`src/sts_pkg.sv`:
```
// ----------------------------------------------------------------------------
// sts_pkg: shared types and character tables for the source token scanner
// Token kinds, scan modes, keyword table and character class helpers.
// ----------------------------------------------------------------------------
package sts_pkg;

    localparam int KW_COUNT = 7;
    localparam logic [10:0] LEN_SAT = 11'd2047;

    typedef enum logic [3:0] {
        KIND_KEYWORD    = 4'd0,
        KIND_IDENT      = 4'd1,
        KIND_INTEGER    = 4'd2,
        KIND_FLOAT      = 4'd3,
        KIND_OPERATOR   = 4'd4,
        KIND_TERMINATOR = 4'd5,
        KIND_SYMBOL     = 4'd6,
        KIND_PRINTABLE  = 4'd7,
        KIND_NONPRINT   = 4'd8
    } token_kind_t;

    typedef enum logic [2:0] {
        MODE_IDLE  = 3'd0,
        MODE_WORD  = 3'd1,
        MODE_INT   = 3'd2,
        MODE_FLOAT = 3'd3,
        MODE_OP    = 3'd4
    } scan_mode_t;

    typedef struct packed {
        logic        valid;
        token_kind_t kind;
        logic [10:0] len;
    } flush_t;

    typedef struct packed {
        token_kind_t kind;
        logic [9:0]  start;
        logic [10:0] len;
        logic        last;
    } token_t;

    // keyword text, left justified, zero padded to six bytes
    function automatic logic [47:0] kw_text(input logic [2:0] k);
        logic [47:0] w;
        unique case (k)
            3'd0:    w = {"int", 24'h0};
            3'd1:    w = {"float", 8'h0};
            3'd2:    w = "string";
            3'd3:    w = {"if", 32'h0};
            3'd4:    w = {"else", 16'h0};
            3'd5:    w = {"while", 8'h0};
            3'd6:    w = "return";
            default: w = 48'h0;
        endcase
        return w;
    endfunction

    function automatic logic [2:0] kw_len(input logic [2:0] k);
        logic [2:0] l;
        unique case (k)
            3'd0:    l = 3'd3;
            3'd1:    l = 3'd5;
            3'd2:    l = 3'd6;
            3'd3:    l = 3'd2;
            3'd4:    l = 3'd4;
            3'd5:    l = 3'd5;
            3'd6:    l = 3'd6;
            default: l = 3'd0;
        endcase
        return l;
    endfunction

    function automatic logic is_alpha(input logic [7:0] c);
        return (c >= "a" && c <= "z") || (c >= "A" && c <= "Z");
    endfunction

    function automatic logic is_digit(input logic [7:0] c);
        return c >= "0" && c <= "9";
    endfunction

    function automatic logic is_space(input logic [7:0] c);
        return c == " " || (c >= 8'd9 && c <= 8'd13);
    endfunction

    function automatic logic is_op(input logic [7:0] c);
        return c == "+" || c == "-" || c == "*" || c == "/" || c == "=" ||
               c == "<" || c == ">" || c == "!" || c == "%";
    endfunction

    function automatic logic is_sym(input logic [7:0] c);
        return c == "(" || c == ")" || c == "{" || c == "}";
    endfunction

    function automatic logic [10:0] sat_inc(input logic [10:0] l);
        return (l < LEN_SAT) ? l + 11'd1 : l;
    endfunction

    // drop keywords that no longer match once byte c lands at offset idx
    function automatic logic [KW_COUNT-1:0] kw_feed(input logic [KW_COUNT-1:0] cand,
                                                    input logic [10:0] idx,
                                                    input logic [7:0] c);
        logic [KW_COUNT-1:0] r;
        logic [47:0]         w;
        r = cand;
        for (int k = 0; k < KW_COUNT; k++) begin
            w = kw_text(3'(k));
            if (idx >= 11'(kw_len(3'(k))) ||
                w[47 - 8 * int'(idx[2:0]) -: 8] != c) begin
                r[k] = 1'b0;
            end
        end
        return r;
    endfunction

    function automatic flush_t flush_tok(input scan_mode_t mode,
                                         input logic [KW_COUNT-1:0] cand,
                                         input logic [10:0] len);
        flush_t f;
        logic   kw;
        kw = 1'b0;
        for (int k = 0; k < KW_COUNT; k++) begin
            if (cand[k] && 11'(kw_len(3'(k))) == len) begin
                kw = 1'b1;
            end
        end
        f.valid = 1'b1;
        f.len   = len;
        unique case (mode)
            MODE_WORD:  f.kind = kw ? KIND_KEYWORD : KIND_IDENT;
            MODE_INT:   f.kind = KIND_INTEGER;
            MODE_FLOAT: f.kind = KIND_FLOAT;
            MODE_OP:
            begin
                f.kind = KIND_OPERATOR;
                f.len  = 11'd1;
            end
            default:
            begin
                f.valid = 1'b0;
                f.kind  = KIND_NONPRINT;
            end
        endcase
        return f;
    endfunction

endpackage

```
`src/source_token_scanner.sv`:
```
// ----------------------------------------------------------------------------
// source_token_scanner
// Scans source text one byte per transaction and emits tokens.
// ----------------------------------------------------------------------------
// Input channel: char_byte with end_of_input, handshake in_valid / in_ready.
// Output channel: token_kind, token_start, token_length, last_of_run,
// handshake out_valid / out_ready. A byte gives zero, one or two tokens;
// last_of_run marks the final token of a byte.
// Tokens of a byte are valid in the cycle after it is accepted.
// Throughput: one byte per cycle while each byte gives at most one token and
// the receiver keeps up; a byte giving two tokens holds in_ready low while
// the second token drains from the two-entry result buffer.
// in_ready is high when the buffer is empty, or holds one token that is
// taken in the same cycle.
// A stalled receiver keeps its token stable and holds off the input once the
// buffer holds a token. End of input emits any pending token and starts a new
// text at offset 0. Bytes past MAX_INPUT give no tokens.
// Reset clears the scan state and empties the result buffer.
// ----------------------------------------------------------------------------
module source_token_scanner #(
    parameter int MAX_INPUT = 1024
) (
    input  logic        clk,
    input  logic        rst_n,
    input  logic        in_valid,
    output logic        in_ready,
    input  logic [7:0]  char_byte,
    input  logic        end_of_input,
    output logic        out_valid,
    input  logic        out_ready,
    output logic [3:0]  token_kind,
    output logic [9:0]  token_start,
    output logic [10:0] token_length,
    output logic        last_of_run
);

    localparam int POS_W = $clog2(MAX_INPUT + 1);
    localparam logic [POS_W-1:0] POS_LIMIT = POS_W'(MAX_INPUT);
    localparam logic [sts_pkg::KW_COUNT-1:0] CAND_ALL = '1;

    sts_pkg::scan_mode_t           mode_reg, mode_next;
    logic [9:0]                    start_reg, start_next;
    logic [10:0]                   len_reg, len_next;
    logic [POS_W-1:0]              pos_reg, pos_next;
    logic [7:0]                    held_reg, held_next;
    logic [sts_pkg::KW_COUNT-1:0]  cand_reg, cand_next;

    sts_pkg::token_t               buf_reg [2];
    logic [1:0]                    count_reg, count_next;
    sts_pkg::token_t               res [2];
    logic [1:0]                    n_res;

    logic accept;
    logic pop;

    assign accept    = in_valid && in_ready;
    assign pop       = out_valid && out_ready;
    assign in_ready  = (count_reg == 2'd0) || (count_reg == 2'd1 && out_ready);
    assign out_valid = (count_reg != 2'd0);

    assign token_kind   = buf_reg[0].kind;
    assign token_start  = buf_reg[0].start;
    assign token_length = buf_reg[0].len;
    assign last_of_run  = buf_reg[0].last;

    always_comb
    begin
        sts_pkg::flush_t f;
        logic            consumed;
        logic            final_byte;
        logic [9:0]      st;
        mode_next  = mode_reg;
        start_next = start_reg;
        len_next   = len_reg;
        pos_next   = pos_reg;
        held_next  = held_reg;
        cand_next  = cand_reg;
        n_res      = 2'd0;
        consumed   = 1'b0;
        final_byte = 1'b0;
        st         = 10'(pos_reg);
        f          = '0;
        for (int i = 0; i < 2; i++) begin
            res[i] = '{kind: sts_pkg::KIND_NONPRINT, start: 10'd0, len: 11'd0, last: 1'b0};
        end
        if (accept) begin
            if (pos_reg >= POS_LIMIT) begin
                // past the text limit: wait for end of input
                if (end_of_input) begin
                    mode_next  = sts_pkg::MODE_IDLE;
                    start_next = 10'd0;
                    len_next   = 11'd0;
                    pos_next   = '0;
                    held_next  = 8'd0;
                    cand_next  = CAND_ALL;
                end
            end else begin
                final_byte = end_of_input || (pos_reg == POS_LIMIT - POS_W'(1));
                unique case (mode_next)
                    sts_pkg::MODE_WORD:
                    begin
                        if (sts_pkg::is_alpha(char_byte) || sts_pkg::is_digit(char_byte) ||
                            char_byte == "_") begin
                            cand_next = sts_pkg::kw_feed(cand_next, len_next, char_byte);
                            len_next  = sts_pkg::sat_inc(len_next);
                            consumed  = 1'b1;
                        end
                    end
                    sts_pkg::MODE_INT:
                    begin
                        if (sts_pkg::is_digit(char_byte)) begin
                            len_next = sts_pkg::sat_inc(len_next);
                            consumed = 1'b1;
                        end else if (char_byte == ".") begin
                            len_next  = sts_pkg::sat_inc(len_next);
                            mode_next = sts_pkg::MODE_FLOAT;
                            consumed  = 1'b1;
                        end
                    end
                    sts_pkg::MODE_FLOAT:
                    begin
                        if (sts_pkg::is_digit(char_byte)) begin
                            len_next = sts_pkg::sat_inc(len_next);
                            consumed = 1'b1;
                        end
                    end
                    sts_pkg::MODE_OP:
                    begin
                        // two-byte operators ==, !=, <=, >=
                        if (char_byte == "=" && (held_next == "=" || held_next == "!" ||
                                                 held_next == "<" || held_next == ">")) begin
                            res[0]    = '{kind: sts_pkg::KIND_OPERATOR, start: start_next,
                                          len: 11'd2, last: 1'b0};
                            n_res     = 2'd1;
                            mode_next = sts_pkg::MODE_IDLE;
                            consumed  = 1'b1;
                        end
                    end
                    default:
                    begin
                        mode_next = sts_pkg::MODE_IDLE;
                    end
                endcase
                // byte ends the pending lexeme
                if (!consumed && mode_next != sts_pkg::MODE_IDLE) begin
                    f         = sts_pkg::flush_tok(mode_next, cand_next, len_next);
                    res[0]    = '{kind: f.kind, start: start_next, len: f.len, last: 1'b0};
                    n_res     = 2'd1;
                    mode_next = sts_pkg::MODE_IDLE;
                end
                if (!consumed && !sts_pkg::is_space(char_byte)) begin
                    priority if (sts_pkg::is_alpha(char_byte) || char_byte == "_") begin
                        mode_next  = sts_pkg::MODE_WORD;
                        start_next = st;
                        cand_next  = sts_pkg::kw_feed(CAND_ALL, 11'd0, char_byte);
                        len_next   = 11'd1;
                    end else if (sts_pkg::is_digit(char_byte)) begin
                        mode_next  = sts_pkg::MODE_INT;
                        start_next = st;
                        len_next   = 11'd1;
                    end else if (sts_pkg::is_op(char_byte)) begin
                        mode_next  = sts_pkg::MODE_OP;
                        start_next = st;
                        len_next   = 11'd1;
                        held_next  = char_byte;
                    end else begin
                        res[n_res[0]].start = st;
                        res[n_res[0]].len   = 11'd1;
                        if (char_byte == "#") begin
                            res[n_res[0]].kind = sts_pkg::KIND_TERMINATOR;
                        end else if (sts_pkg::is_sym(char_byte)) begin
                            res[n_res[0]].kind = sts_pkg::KIND_SYMBOL;
                        end else if (char_byte >= 8'd32 && char_byte <= 8'd126) begin
                            res[n_res[0]].kind = sts_pkg::KIND_PRINTABLE;
                        end else begin
                            res[n_res[0]].kind = sts_pkg::KIND_NONPRINT;
                        end
                        n_res = n_res + 2'd1;
                    end
                end
                if (final_byte) begin
                    if (mode_next != sts_pkg::MODE_IDLE) begin
                        f = sts_pkg::flush_tok(mode_next, cand_next, len_next);
                        res[n_res[0]] = '{kind: f.kind, start: start_next, len: f.len,
                                          last: 1'b0};
                        n_res     = n_res + 2'd1;
                        mode_next = sts_pkg::MODE_IDLE;
                    end
                    if (end_of_input) begin
                        start_next = 10'd0;
                        len_next   = 11'd0;
                        pos_next   = '0;
                        held_next  = 8'd0;
                        cand_next  = CAND_ALL;
                    end else begin
                        pos_next = POS_LIMIT;
                    end
                end else begin
                    pos_next = pos_reg + POS_W'(1);
                end
                if (n_res != 2'd0) begin
                    res[n_res[1] ? 1'b1 : 1'b0].last = 1'b1;
                end
            end
        end
    end

    always_comb
    begin
        count_next = count_reg;
        if (accept) begin
            count_next = n_res;
        end else if (pop) begin
            count_next = count_reg - 2'd1;
        end
    end

    always_ff @(posedge clk or negedge rst_n)
    begin
        if (!rst_n) begin
            mode_reg  <= sts_pkg::MODE_IDLE;
            start_reg <= 10'd0;
            len_reg   <= 11'd0;
            pos_reg   <= '0;
            held_reg  <= 8'd0;
            cand_reg  <= CAND_ALL;
            count_reg <= 2'd0;
        end else begin
            mode_reg  <= mode_next;
            start_reg <= start_next;
            len_reg   <= len_next;
            pos_reg   <= pos_next;
            held_reg  <= held_next;
            cand_reg  <= cand_next;
            count_reg <= count_next;
        end
    end

    // result buffer payload
    always_ff @(posedge clk)
    begin
        if (accept) begin
            buf_reg[0] <= res[0];
            buf_reg[1] <= res[1];
        end else if (pop) begin
            buf_reg[0] <= buf_reg[1];
        end
    end

`ifndef SYNTHESIS
    a_count_range: assert property (@(posedge clk) disable iff (!rst_n)
        count_reg != 2'd3)
        else $error("result buffer count out of range");

    a_accept_room: assert property (@(posedge clk) disable iff (!rst_n)
        accept |-> (count_reg == 2'd0 || (count_reg == 2'd1 && out_ready)))
        else $error("byte accepted while result buffer could overflow");

    a_full_holds: assert property (@(posedge clk) disable iff (!rst_n)
        (count_reg == 2'd2 && !out_ready) |=> count_reg == 2'd2)
        else $error("stalled result buffer lost a token");

    a_pos_bound: assert property (@(posedge clk) disable iff (!rst_n)
        pos_reg <= POS_LIMIT)
        else $error("byte position past limit");

    a_eoi_restart: assert property (@(posedge clk) disable iff (!rst_n)
        (accept && end_of_input) |=> (pos_reg == '0 && mode_reg == sts_pkg::MODE_IDLE))
        else $error("end of input did not restart the scan");
`endif

endmodule
```
`config.mk`:
```
export PLATFORM = sky130hd
export DESIGN_NAME = source_token_scanner
export DESIGN_NICKNAME = d
export VERILOG_FILES = /design/src/sts_pkg.sv /design/src/source_token_scanner.sv
export SDC_FILE = /design/constraint.sdc
export NUM_CORES = 1
export LEC_CHECK = 0
export BUFFER_PORTS_ARGS = -buffer_cell sky130_fd_sc_hd__buf_2
export CAP_MARGIN = 15
export CORE_MARGIN = 3
export CORE_UTILIZATION = 36
export CTS_CLUSTER_SIZE = 16
export DETAILED_ROUTE_END_ITERATION = 16
export PLACE_DENSITY = 0.52
export RECOVER_POWER = 100
export SYNTH_ARGS = -nofsm -noshare
export SYNTH_HDL_FRONTEND = slang
export SYNTH_SLANG_ARGS = --single-unit
```
`constraint.sdc`:
```
create_clock -name clk -period 9 [get_ports clk]
set_input_delay 0.9 -clock clk [delete_from_list [all_inputs] [get_ports clk]]
set_output_delay 0.9 -clock clk [all_outputs]
set_load 0.1 [all_outputs]
```
==> flow_summary_export.csv, run 1 <==
group,metric,value,unit
run_status,status,"finished with violations",
run_status,failed_checks,"max-capacitance violations, max-slew violations",
worst_setup_path,reg2reg_from,"len_reg[1]",
sta,fin_worst_skew,10.8,ps
sta,fmax,0.151,GHz
finish,nets,805,
worst_setup_path,worstRegToRegCells,12,
logic_synthesis,synthTopCellsByArea,"edfxtp_1, dfrtp_1, o21ai_0",
drt,drt-pass1-iter-count,4,
floorplanning,die_height,146,um
clock_tree,numCtsBuffers,9,
sta,drv_slew,104,
drt,drtAntennaViolNets,0,
place,dp_hpwl,14.7,mm
logic_synthesis,syn_inst,760,
finish,largest_reg_flops,52,
logic_synthesis,yosysMostFrequentCell,"nand2_1",
worst_setup_path,cp-start-kind,"input port",
grt,grt_pass1_wl,32.9,mm
clock_tree,clockRootBuffer,"clkbuf_16",
min_path,whs_path_depth,1,
clock_tree,clockBufferDepth,2,
logic_synthesis,syn-mean-instance-area,9.22,um2
worst_setup_path,crit_type,"input port to register",
clock_tree,cts_tree,"done",
drt,via_count,6047,
clock_tree,cts-resized-gates,0,
floorplanning,fp.dieW,146,um
logic_synthesis,synth_edf_count,52,
sta,finalSetupViolCount,0,
sta,final-hold-violation-count,0,
pwr,power.total,2.40,mW
logic_synthesis,ys.warnings.count,0,
flow_run,drv_cap,3,
finish,drive_gt1_share,7.79,%
grt,gr-total-overflow,0,
pwr,power_leakage,2.81,nW
worst_setup_path,regToRegSetupSlack,3820,ps
worst_setup_path,required,9060,ps
floorplanning,start_util,37.1,%
min_path,hold_path_startpoint,"held_reg[5]",
worst_setup_path,endpoint_kind,"register",
clock_tree,postCtsSetupBuffers,0,
floorplanning,die_area,21200,um2
finish,n_antenna_cell,0,
drt,drc,0,
clock_tree,hold_buffers,0,
min_path,hold_class,"register to register",
sta,rsz0062_at_grt,"no",
grt,grt_pass1_vias,5684,
grt,grt_max_degree,53,
clock_tree,clk_pin_slew_worst_paths,80,ps
min_path,hold_path_end,"held_reg[5]",
worst_setup_path,crit_path_max_fanout,29,
floorplanning,rows,50,
worst_setup_path,crit_arrival,6670,ps
finish,area_growth,8.33,%
sta,fin_crit_sh,73.5,%
floorplanning,ioPinCount,41,
worst_setup_path,timing.rr.end,"buf_reg[0][22]",
floorplanning,core_area,18900,um2
clock_tree,htree_levels,3,
clock_tree,clock_sinks,104,
sta,min_period,6620,ps
logic_synthesis,syn_area,7010,um2
logic_synthesis,yosys-top-cells-count,"nand2_1, o21ai_0, nor2_1",
drt,drt-total-wl,20.6,mm
logic_synthesis,synth_top_area_share,22.3,%
logic_synthesis,yosysTopAreaCell,"edfxtp_1",
logic_synthesis,yosys_most_used_dff,"edfxtp_1",
sta,worst_slew_pin_slew,3060,ps
grt,grt_usage,19.2,%
drt,detail_route.iter0.violations,438,
sta,tns,0,ps
grt,antenna_found_initial,0,
finish,nFillCells,1942,
drt,wire_per_inst,19.7,um
sta,slew-limit-headroom,-104,%
place,port_buffers,40,
clock_tree,insertion_delay,370,ps
logic_synthesis,ys_async_sr_fraction,50.0,%
logic_synthesis,ys_types,96,
place,place_congestion,0.938,
logic_synthesis,synth-seq-cells,104,
pwr,p_per_area,316,nW/um2
drt,post_drt_via_cell_ratio,5.80,
pwr,ir_drop,93.6,uV
logic_synthesis,seq_area_frac_synth,41.0,%
## power by group
group          internal [mW]  switching, mW  total (mW)
Combinational          0.304          0.925        1.23
Clock                  0.194          0.204       0.398
Sequential             0.665          0.106       0.771
## layer usage
metal	routed length, um	vias to the layer above	track usage [%]
met5	0	-	0
met4	383	0	5.98
met3	905	28	2.93
met2	9170	166	29.0
met1	10100	2961	28.5
li1	-	2892	-
## cells in the final DEF, fill, tap and decap left out, types with 6 or more instances in the layout
master,count
buf_2,11
a22o_1,29
dfstp_2,7
nor3_1,20
xor2_1,8
a21o_1,7
xnor2_1,15
and3_1,9
nand2b_1,11
ha_1,14
o21ai_0,59
nand3_1,23
a22oi_1,6
o22ai_1,6
nor3b_1,6
a32oi_1,12
nand4_1,11
edfxtp_1,52
a31oi_1,10
nor4_1,7
o31ai_1,11
a21oi_1,37
clkbuf_1,31
inv_1,32
or2_2,6
and2_0,11
nor2b_1,8
dfrtp_1,45
or3_1,9
conb_1,10
mux2i_1,9
clkbuf_16,9
nand2_1,69
nor2_1,53
## stage by stage
stage	instances	instance area (um2)	util, %	setup slack, ps	hold slack [ps]
4_1_cts	1042	7700	40.7	3680	483
6_report	1043	7590	40.2	2380	478
3_5_place_dp	1026	7410	39.2	3700	465
5_1_grt	1043	7590	40.2	1950	519
3_3_place_gp	1026	7410	39.2	3860	458
2_1_floorplan	769	7040	-	4640	442
## logic make-up (layout without fill, tap and decap cells)
| family | Yosys count | after routing | synth area share [%] |
|---|---|---|---|
| flops | 104 | 104 | 41.0 |
| fa+ha+maj | 14 | 14 | 2.50 |
| simple gates | 285 | 285 | 22.0 |
| mux | 12 | 12 | 1.77 |
| buf+inv | 81 | 95 | 4.68 |
| other cells | 1 | 10 | 0.0535 |
| xor+xnor | 24 | 24 | 3.27 |
| compound gates | 239 | 239 | 24.8 |
## cell type report
class	instances	area [um2]	area share, %
Clock buffer	9	225	2.97
Clock inverter	7	62.6	0.824
Inverter	33	124	1.63
Multi-Input combinational cell	584	3790	49.9
Sequential cell	104	2870	37.8
Tap cell	260	325	4.28
Timing Repair Buffer	46	199	2.62
## worst max path at each step
| stage | startpoint | endpoint | cells after the start |
|---|---|---|---|
| 6_report | char_byte[3] | buf_reg[0][12] | 9 |
| 3_5_place_dp | len_reg[1] | buf_reg[0][22] | 11 |
| 3_3_place_gp | len_reg[1] | buf_reg[0][22] | 11 |
| 5_1_grt | char_byte[3] | buf_reg[0][12] | 9 |
| 2_1_floorplan | count_reg[0] | buf_reg[0][22] | 11 |
| 4_1_cts | len_reg[1] | buf_reg[0][22] | 11 |
## worst max-delay path: stages
cell and delay (ps):
clkbuf_1 490, or2_2 540, o41ai_1 1010, o21a_1 480, o21ai_0 460, a2111oi_0 1220, nor3_1 440, o211ai_1 840
o21ai_0 270
Power figures use the tool's default switching activity.
==> run 2: changes to the inputs <==
--- a/config.mk
+++ b/config.mk
@@ -5,13 +5,14 @@
 export SDC_FILE = /design/constraint.sdc
 export NUM_CORES = 1
 export LEC_CHECK = 0
+export ABC_AREA = 1
 export BUFFER_PORTS_ARGS = -buffer_cell sky130_fd_sc_hd__buf_2
 export CAP_MARGIN = 15
 export CORE_MARGIN = 3
 export CORE_UTILIZATION = 36
 export CTS_CLUSTER_SIZE = 16
 export DETAILED_ROUTE_END_ITERATION = 16
-export PLACE_DENSITY = 0.52
+export PLACE_DENSITY = 0.54
 export RECOVER_POWER = 100
 export SYNTH_ARGS = -nofsm -noshare
 export SYNTH_HDL_FRONTEND = slang
==> constraint.sdc (replaced) <==
create_clock -name clk -period 5.3 [get_ports clk]
set_input_delay 0.53 -clock clk [delete_from_list [all_inputs] [get_ports clk]]
set_output_delay 0.53 -clock clk [all_outputs]
set_load 0.1 [all_outputs]
==> run 2 against run 1 <==
Compared with the run above: the run still ends with max-capacitance violations, max-slew violations left; area after synthesis rose by 7.8%; wire length rose by 12%; via count rose by 22%; critical path depth rose by 1; core utilization fell by 0.14 points; sequential cell count did not move; critical path type is now register to register; die area rose by 7.4%; design area rose by 7.8%; critical endpoint is now pos_reg[7]; sequential power rose by 69%.
==> flow_summary_export.csv, run 2 <==
group,metric,value,unit
finish,fin_area,8180,um2
worst_setup_path,slowest_stage,"clkbuf_1",
clock_tree,cts-resized-gates,0,
logic_synthesis,syn_inst,1102,
drt,wire_per_inst,16.5,um
logic_synthesis,yosys-top-cells-count,"nand2_1, nand3_1, inv_1",
worst_setup_path,endpoint_kind,"register",
finish,utilization,40.1,%
finish,area_growth,8.33,%
sta,drv_slew,119,
worst_setup_path,cp_slowest_stage_delay,1290,ps
logic_synthesis,synth-seq-cells,104,
sta,hold_slack,472,ps
pwr,p_per_area,499,nW/um2
drt,drt-pass1-iter-count,8,
clock_tree,clockBufferDepth,2,
finish,n_antenna_cell,0,
floorplanning,core_area,20400,um2
grt,antenna_found_initial,0,
drt,met2RoutedLength,10.1,mm
worst_setup_path,crit_arrival,4790,ps
finish,nets,1156,
floorplanning,ioPinCount,41,
flow_run,drv_cap,3,
place,placed_cell_area,7990,um2
logic_synthesis,yosys_most_used_dff,"edfxtp_1",
drt,detail_route.iter0.violations,712,
run_status,status,"finished with violations",
worst_setup_path,crit_type,"register to register",
drt,drt-total-wl,23.1,mm
grt,grt_max_degree,53,
sta,final-hold-violation-count,0,
logic_synthesis,seq_area_frac_synth,38.0,%
place,port_buffers,40,
sta,tns,0,ps
logic_synthesis,syn-mean-instance-area,6.86,um2
sta,rsz0062_at_grt,"no",
drt,drc,0,
drt,wl_met1,11.1,mm
worst_setup_path,required,5510,ps
logic_synthesis,synth_top_area_share,20.7,%
floorplanning,die_height,151,um
sta,min_period,4580,ps
floorplanning,die_area,22800,um2
logic_synthesis,ys_async_sr_fraction,50.0,%
worst_setup_path,crit_chain,"inv_1 -> ha_1 -> inv_1 -> nand2_1 -> nand2_1 -> a21oi_2 -> clkbuf_1 -> clkinv_1 -> a21oi_1 -> a311oi_1",
worst_setup_path,cp-start-kind,"register",
worst_setup_path,critical_path.top_delay_family,"buffers and inverters",
clock_tree,clockRootBuffer,"clkbuf_16",
sta,finalSetupViolCount,0,
drt,via_count,7396,
clock_tree,clock_sinks,104,
min_path,hold_class,"input port to register",
run_status,failed_checks,"max-capacitance violations, max-slew violations",
floorplanning,rows,52,
clock_tree,cts_tree,"done",
logic_synthesis,ys.warnings.count,0,
grt,grt_usage,20.7,%
sta,fin_crit_sh,86.4,%
sta,fin_worst_skew,7.58,ps
logic_synthesis,synth_edf_count,52,
logic_synthesis,synthTopCellsByArea,"edfxtp_1, nand2_1, dfrtp_1",
clock_tree,clk_pin_slew_worst_paths,70,ps
place,dp_hpwl,16.9,mm
worst_setup_path,crit_path_max_fanout,34,
worst_setup_path,regToRegSetupSlack,720,ps
place,place_congestion,0.951,
clock_tree,postCtsSetupBuffers,0,
floorplanning,fp.dieW,151,um
sta,slew-limit-headroom,-111,%
clock_tree,insertion_delay,360,ps
logic_synthesis,yosysTopAreaCell,"edfxtp_1",
worst_setup_path,critical_path_buf_inv_count,4,
finish,nFillCells,2239,
grt,gr-total-overflow,0,
pwr,power_leakage,3.78,nW
drt,routed.top_layer,"met4",
finish,layout_common_cells,"nand2_1, nand3_1, inv_1, nor2_1, o21ai_0",
finish,drive_gt1_share,7.58,%
finish,largest_reg_flops,52,
grt,grt_pass1_wl,37.3,mm
pwr,power.total,4.09,mW
logic_synthesis,ys_types,51,
drt,post_drt_via_cell_ratio,5.27,
clock_tree,htree_levels,3,
pwr,ir_drop,380,uV
drt,drtAntennaViolNets,0,
drt,met3_length,1.52,mm
sta,fmax,0.218,GHz
clock_tree,numCtsBuffers,9,
sta,worst_slew_pin_slew,3160,ps
clock_tree,hold_buffers,0,
floorplanning,start_util,37.0,%
finish,final_common_cell,"nand2_1",
grt,grt_pass1_vias,6926,
logic_synthesis,syn_area,7550,um2
logic_synthesis,yosysMostFrequentCell,"nand2_1",
run 2: cells by family after synthesis:
group | count (synthesis) | synth area share [%]
XOR/XNOR | 7 | 0.812
AND/OR/NAND/NOR | 631 | 36.3
buffers and inverters | 166 | 8.93
AO/OA/AOI/OAI | 179 | 13.6
adder cells (fa/ha/maj) | 14 | 2.32
other | 1 | 0.0496
flip-flops | 104 | 38.0
run 2: layer usage:
metal / vias up / global-route usage (%)
met4: 0 / 4.40
met5: - / 0
li1: 3685 / -
met2: 231 / 31.7
met1: 3449 / 30.7
met3: 31 / 3.71
run 2: path summary, 6_finish.rpt:
kind	from	end	cells past startpoint
max in group asynchronous	rst_n	pos_reg[10]	2
min in group asynchronous	rst_n	len_reg[8]	2
max reg2reg	count_reg[0]	pos_reg[7]	10
min	end_of_input	pos_reg[8]	4
max	count_reg[0]	pos_reg[7]	10
min reg2reg	cand_reg[5]	cand_reg[5]	1
run 2: report_power, final:
group | switching [mW] | internal (mW) | total [mW]
Clock | 0.329 | 0.328 | 0.657
Sequential | 0.122 | 1.18 | 1.30
Combinational | 1.72 | 0.401 | 2.12
run 2: cell type report:
class / instances / area (um2) / area share [%]
multi-input cells: 841 / 4010 / 49.0
well taps: 270 / 338 / 4.13
clock buffers: 9 / 225 / 2.75
repair buffers: 47 / 201 / 2.46
flip-flops and latches: 104 / 2870 / 35.1
inverters: 126 / 475 / 5.81
clock inverters: 7 / 63.8 / 0.780
run 2: metrics by stage:
step / cells / setup WS [ps]
final: 1404 / 719
after global routing: 1404 / 245
after CTS: 1404 / 1030
after detailed placement: 1388 / 1060
after global placement: 1388 / 1040
after floorplan: 1111 / 1280
run 2: tightest hold or removal path: stages:
cell,delay [ps]
buf_2,100
nor2_1,50
nand2_1,60
a21oi_1,50
==> run 3: changes to the inputs <==
--- a/config.mk
+++ b/config.mk
@@ -12,7 +12,7 @@
 export CORE_UTILIZATION = 36
 export CTS_CLUSTER_SIZE = 16
 export DETAILED_ROUTE_END_ITERATION = 16
-export PLACE_DENSITY = 0.54
+export PLACE_DENSITY_LB_ADDON = 0.15
 export RECOVER_POWER = 100
 export SYNTH_ARGS = -nofsm -noshare
 export SYNTH_HDL_FRONTEND = slang
==> constraint.sdc (replaced) <==
create_clock -name clk -period 4 [get_ports clk]
set_input_delay 0.4 -clock clk [delete_from_list [all_inputs] [get_ports clk]]
set_output_delay 0.4 -clock clk [all_outputs]
set_load 0.1 [all_outputs]
==> run 3 against run 2 <==
Compared with the run above: the flow still finishes with violations (max-capacitance violations, max-slew violations); total power grew 34%; clock skew increased by 3.2 ps; sequential share of layout area fell by 0.54 points; worst hold slack got worse by 130 ps; non-clock buffer count is 10 higher; critical path depth up 6; final cell count increased by 0.71%; clock power grew 43%; critical path type is now input port to register; critical endpoint is now buf_reg[0][16]; highest routed layer unchanged.
==> flow_summary_export.csv, run 3 (synthesis results as in run 2) <==
group,metric,value,unit
worst_setup_path,required,4100,ps
place,port_buffers,40,
clock_tree,clk_pin_slew_worst_paths,80,ps
sta,worst_slew_pin_slew,1650,ps
sta,tns,0,ps
grt,gr-total-overflow,0,
drt,via_count,7319,
floorplanning,ioPinCount,41,
floorplanning,die_area,22800,um2
floorplanning,rows,52,
worst_setup_path,cp_slowest_stage_delay,320,ps
sta,finalSetupViolCount,0,
grt,grt_pass1_wl,37.5,mm
worst_setup_path,crit_chain,"buf_2 -> inv_1 -> nor2_1 -> clkinv_1 -> o22ai_1 -> o21ai_1 -> nand2_1 -> inv_1 -> nor2_4 -> inv_1 -> nand3_1 -> nand2_1 -> nor2_4 -> inv_2 -> o211ai_1 -> nand2_1",
floorplanning,die_height,151,um
place,placed_cell_area,8060,um2
clock_tree,cts-resized-gates,0,
floorplanning,fp.dieW,151,um
sta,fin_worst_skew,10.8,ps
clock_tree,insertion_delay,350,ps
worst_setup_path,critical_path_buf_inv_count,6,
clock_tree,numCtsBuffers,9,
pwr,ir_drop,404,uV
finish,n_antenna_cell,0,
finish,nets,1166,
clock_tree,postCtsSetupBuffers,0,
clock_tree,hold_buffers,0,
drt,drt-total-wl,22.8,mm
sta,fmax,0.300,GHz
sta,hold_slack,343,ps
worst_setup_path,crit_type,"input port to register",
drt,post_drt_via_cell_ratio,5.18,
finish,layout_common_cells,"nand2_1, nand3_1, inv_1, nor2_1, o21ai_0",
clock_tree,clock_sinks,104,
floorplanning,start_util,37.0,%
finish,area_growth,10.0,%
min_path,hold_class,"input port to register",
drt,wire_per_inst,16.2,um
clock_tree,htree_levels,3,
grt,grt_use_met1,29.8,%
finish,final_common_cell,"nand2_1",
worst_setup_path,critical_path.top_delay_family,"buffers and inverters",
worst_setup_path,cp-start-kind,"input port",
drt,drtAntennaViolNets,0,
flow_run,drv_cap,2,
run_status,failed_checks,"max-capacitance violations, max-slew violations",
place,dp_hpwl,17.2,mm
finish,drive_gt1_share,8.22,%
worst_setup_path,crit_arrival,3430,ps
worst_setup_path,regToRegSetupSlack,690,ps
grt,antenna_found_initial,0,
grt,grt_usage,20.8,%
clock_tree,clockBufferDepth,2,
run_status,status,"finished with violations",
finish,fin_area,8310,um2
grt,met2_usage,32.4,%
sta,drv_slew,64,
drt,drc,0,
grt,grt_pass1_vias,7038,
grt,grt_max_degree,38,
worst_setup_path,endpoint_kind,"register",
sta,final-hold-violation-count,0,
sta,min_period,3330,ps
grt,grt-busiest-layer,"met2",
finish,largest_reg_flops,52,
pwr,power_leakage,3.86,nW
clock_tree,cts_tree,"done",
pwr,p_per_area,659,nW/um2
grt,use_met3,3.32,%
worst_setup_path,slowest_stage,"buf_2",
clock_tree,clockRootBuffer,"clkbuf_16",
sta,fin_crit_sh,83.2,%
floorplanning,core_area,20400,um2
sta,slew-limit-headroom,-9.94,%
sta,rsz0062_at_grt,"no",
worst_setup_path,crit_path_max_fanout,37,
place,place_congestion,0.945,
drt,drt-pass1-iter-count,5,
drt,detail_route.iter0.violations,584,
==> run 3: worst min-delay path, stage by stage <==
cell,delay [ps]
buf_2,100
nor2_1,50
nand2_1,60
a21oi_1,50
==> run 3: cell type report <==
cell class,instances,area (um2)
multi-input combinational,841,4040
tap,270,338
sequential,104,2870
fill,2233,12100
timing repair buffer,57,277
clock inverter,6,72.6
inverter,126,473
clock buffer,10,239
==> run 3: stage by stage <==
| stage | utilization, % | setup WS [ps] | total power [mW] | std cells |
|---|---|---|---|---|
| final | 40.7 | 672 | 5.48 | 1414 |
| after global placement | 39.5 | 602 | 4.61 | 1398 |
| after global routing | 40.7 | 256 | 5.87 | 1414 |
| after detailed placement | 39.5 | 504 | 4.61 | 1398 |
| after floorplan | - | 311 | 3.99 | 1111 |
| after CTS | 41.0 | 783 | 5.56 | 1414 |
==> run 3: path summary, 6_finish.rpt <==
check | startpoint | endpoint | cells past startpoint
worst min register to register | start_reg[2] | start_reg[2] | 2
worst max-delay path | char_byte[3] | buf_reg[0][16] | 16
min in group asynchronous | rst_n | len_reg[9] | 1
max in group asynchronous | rst_n | start_reg[3] | 2
worst min-delay path | end_of_input | pos_reg[8] | 4
worst max register to register | len_reg[1] | buf_reg[0][22] | 22
==> run 3: metal layers <==
metal  wire length, um  part of all wire (%)
met1             11100                    48
met2             10200                    45
met3              1130                   4.9
met4               480                   2.1
met5                 0                     0
==> run 3: report_power, final <==
group / switching [mW] / internal (mW)
registers: 0.141 / 1.56
clock network: 0.426 / 0.513
logic: 2.29 / 0.543
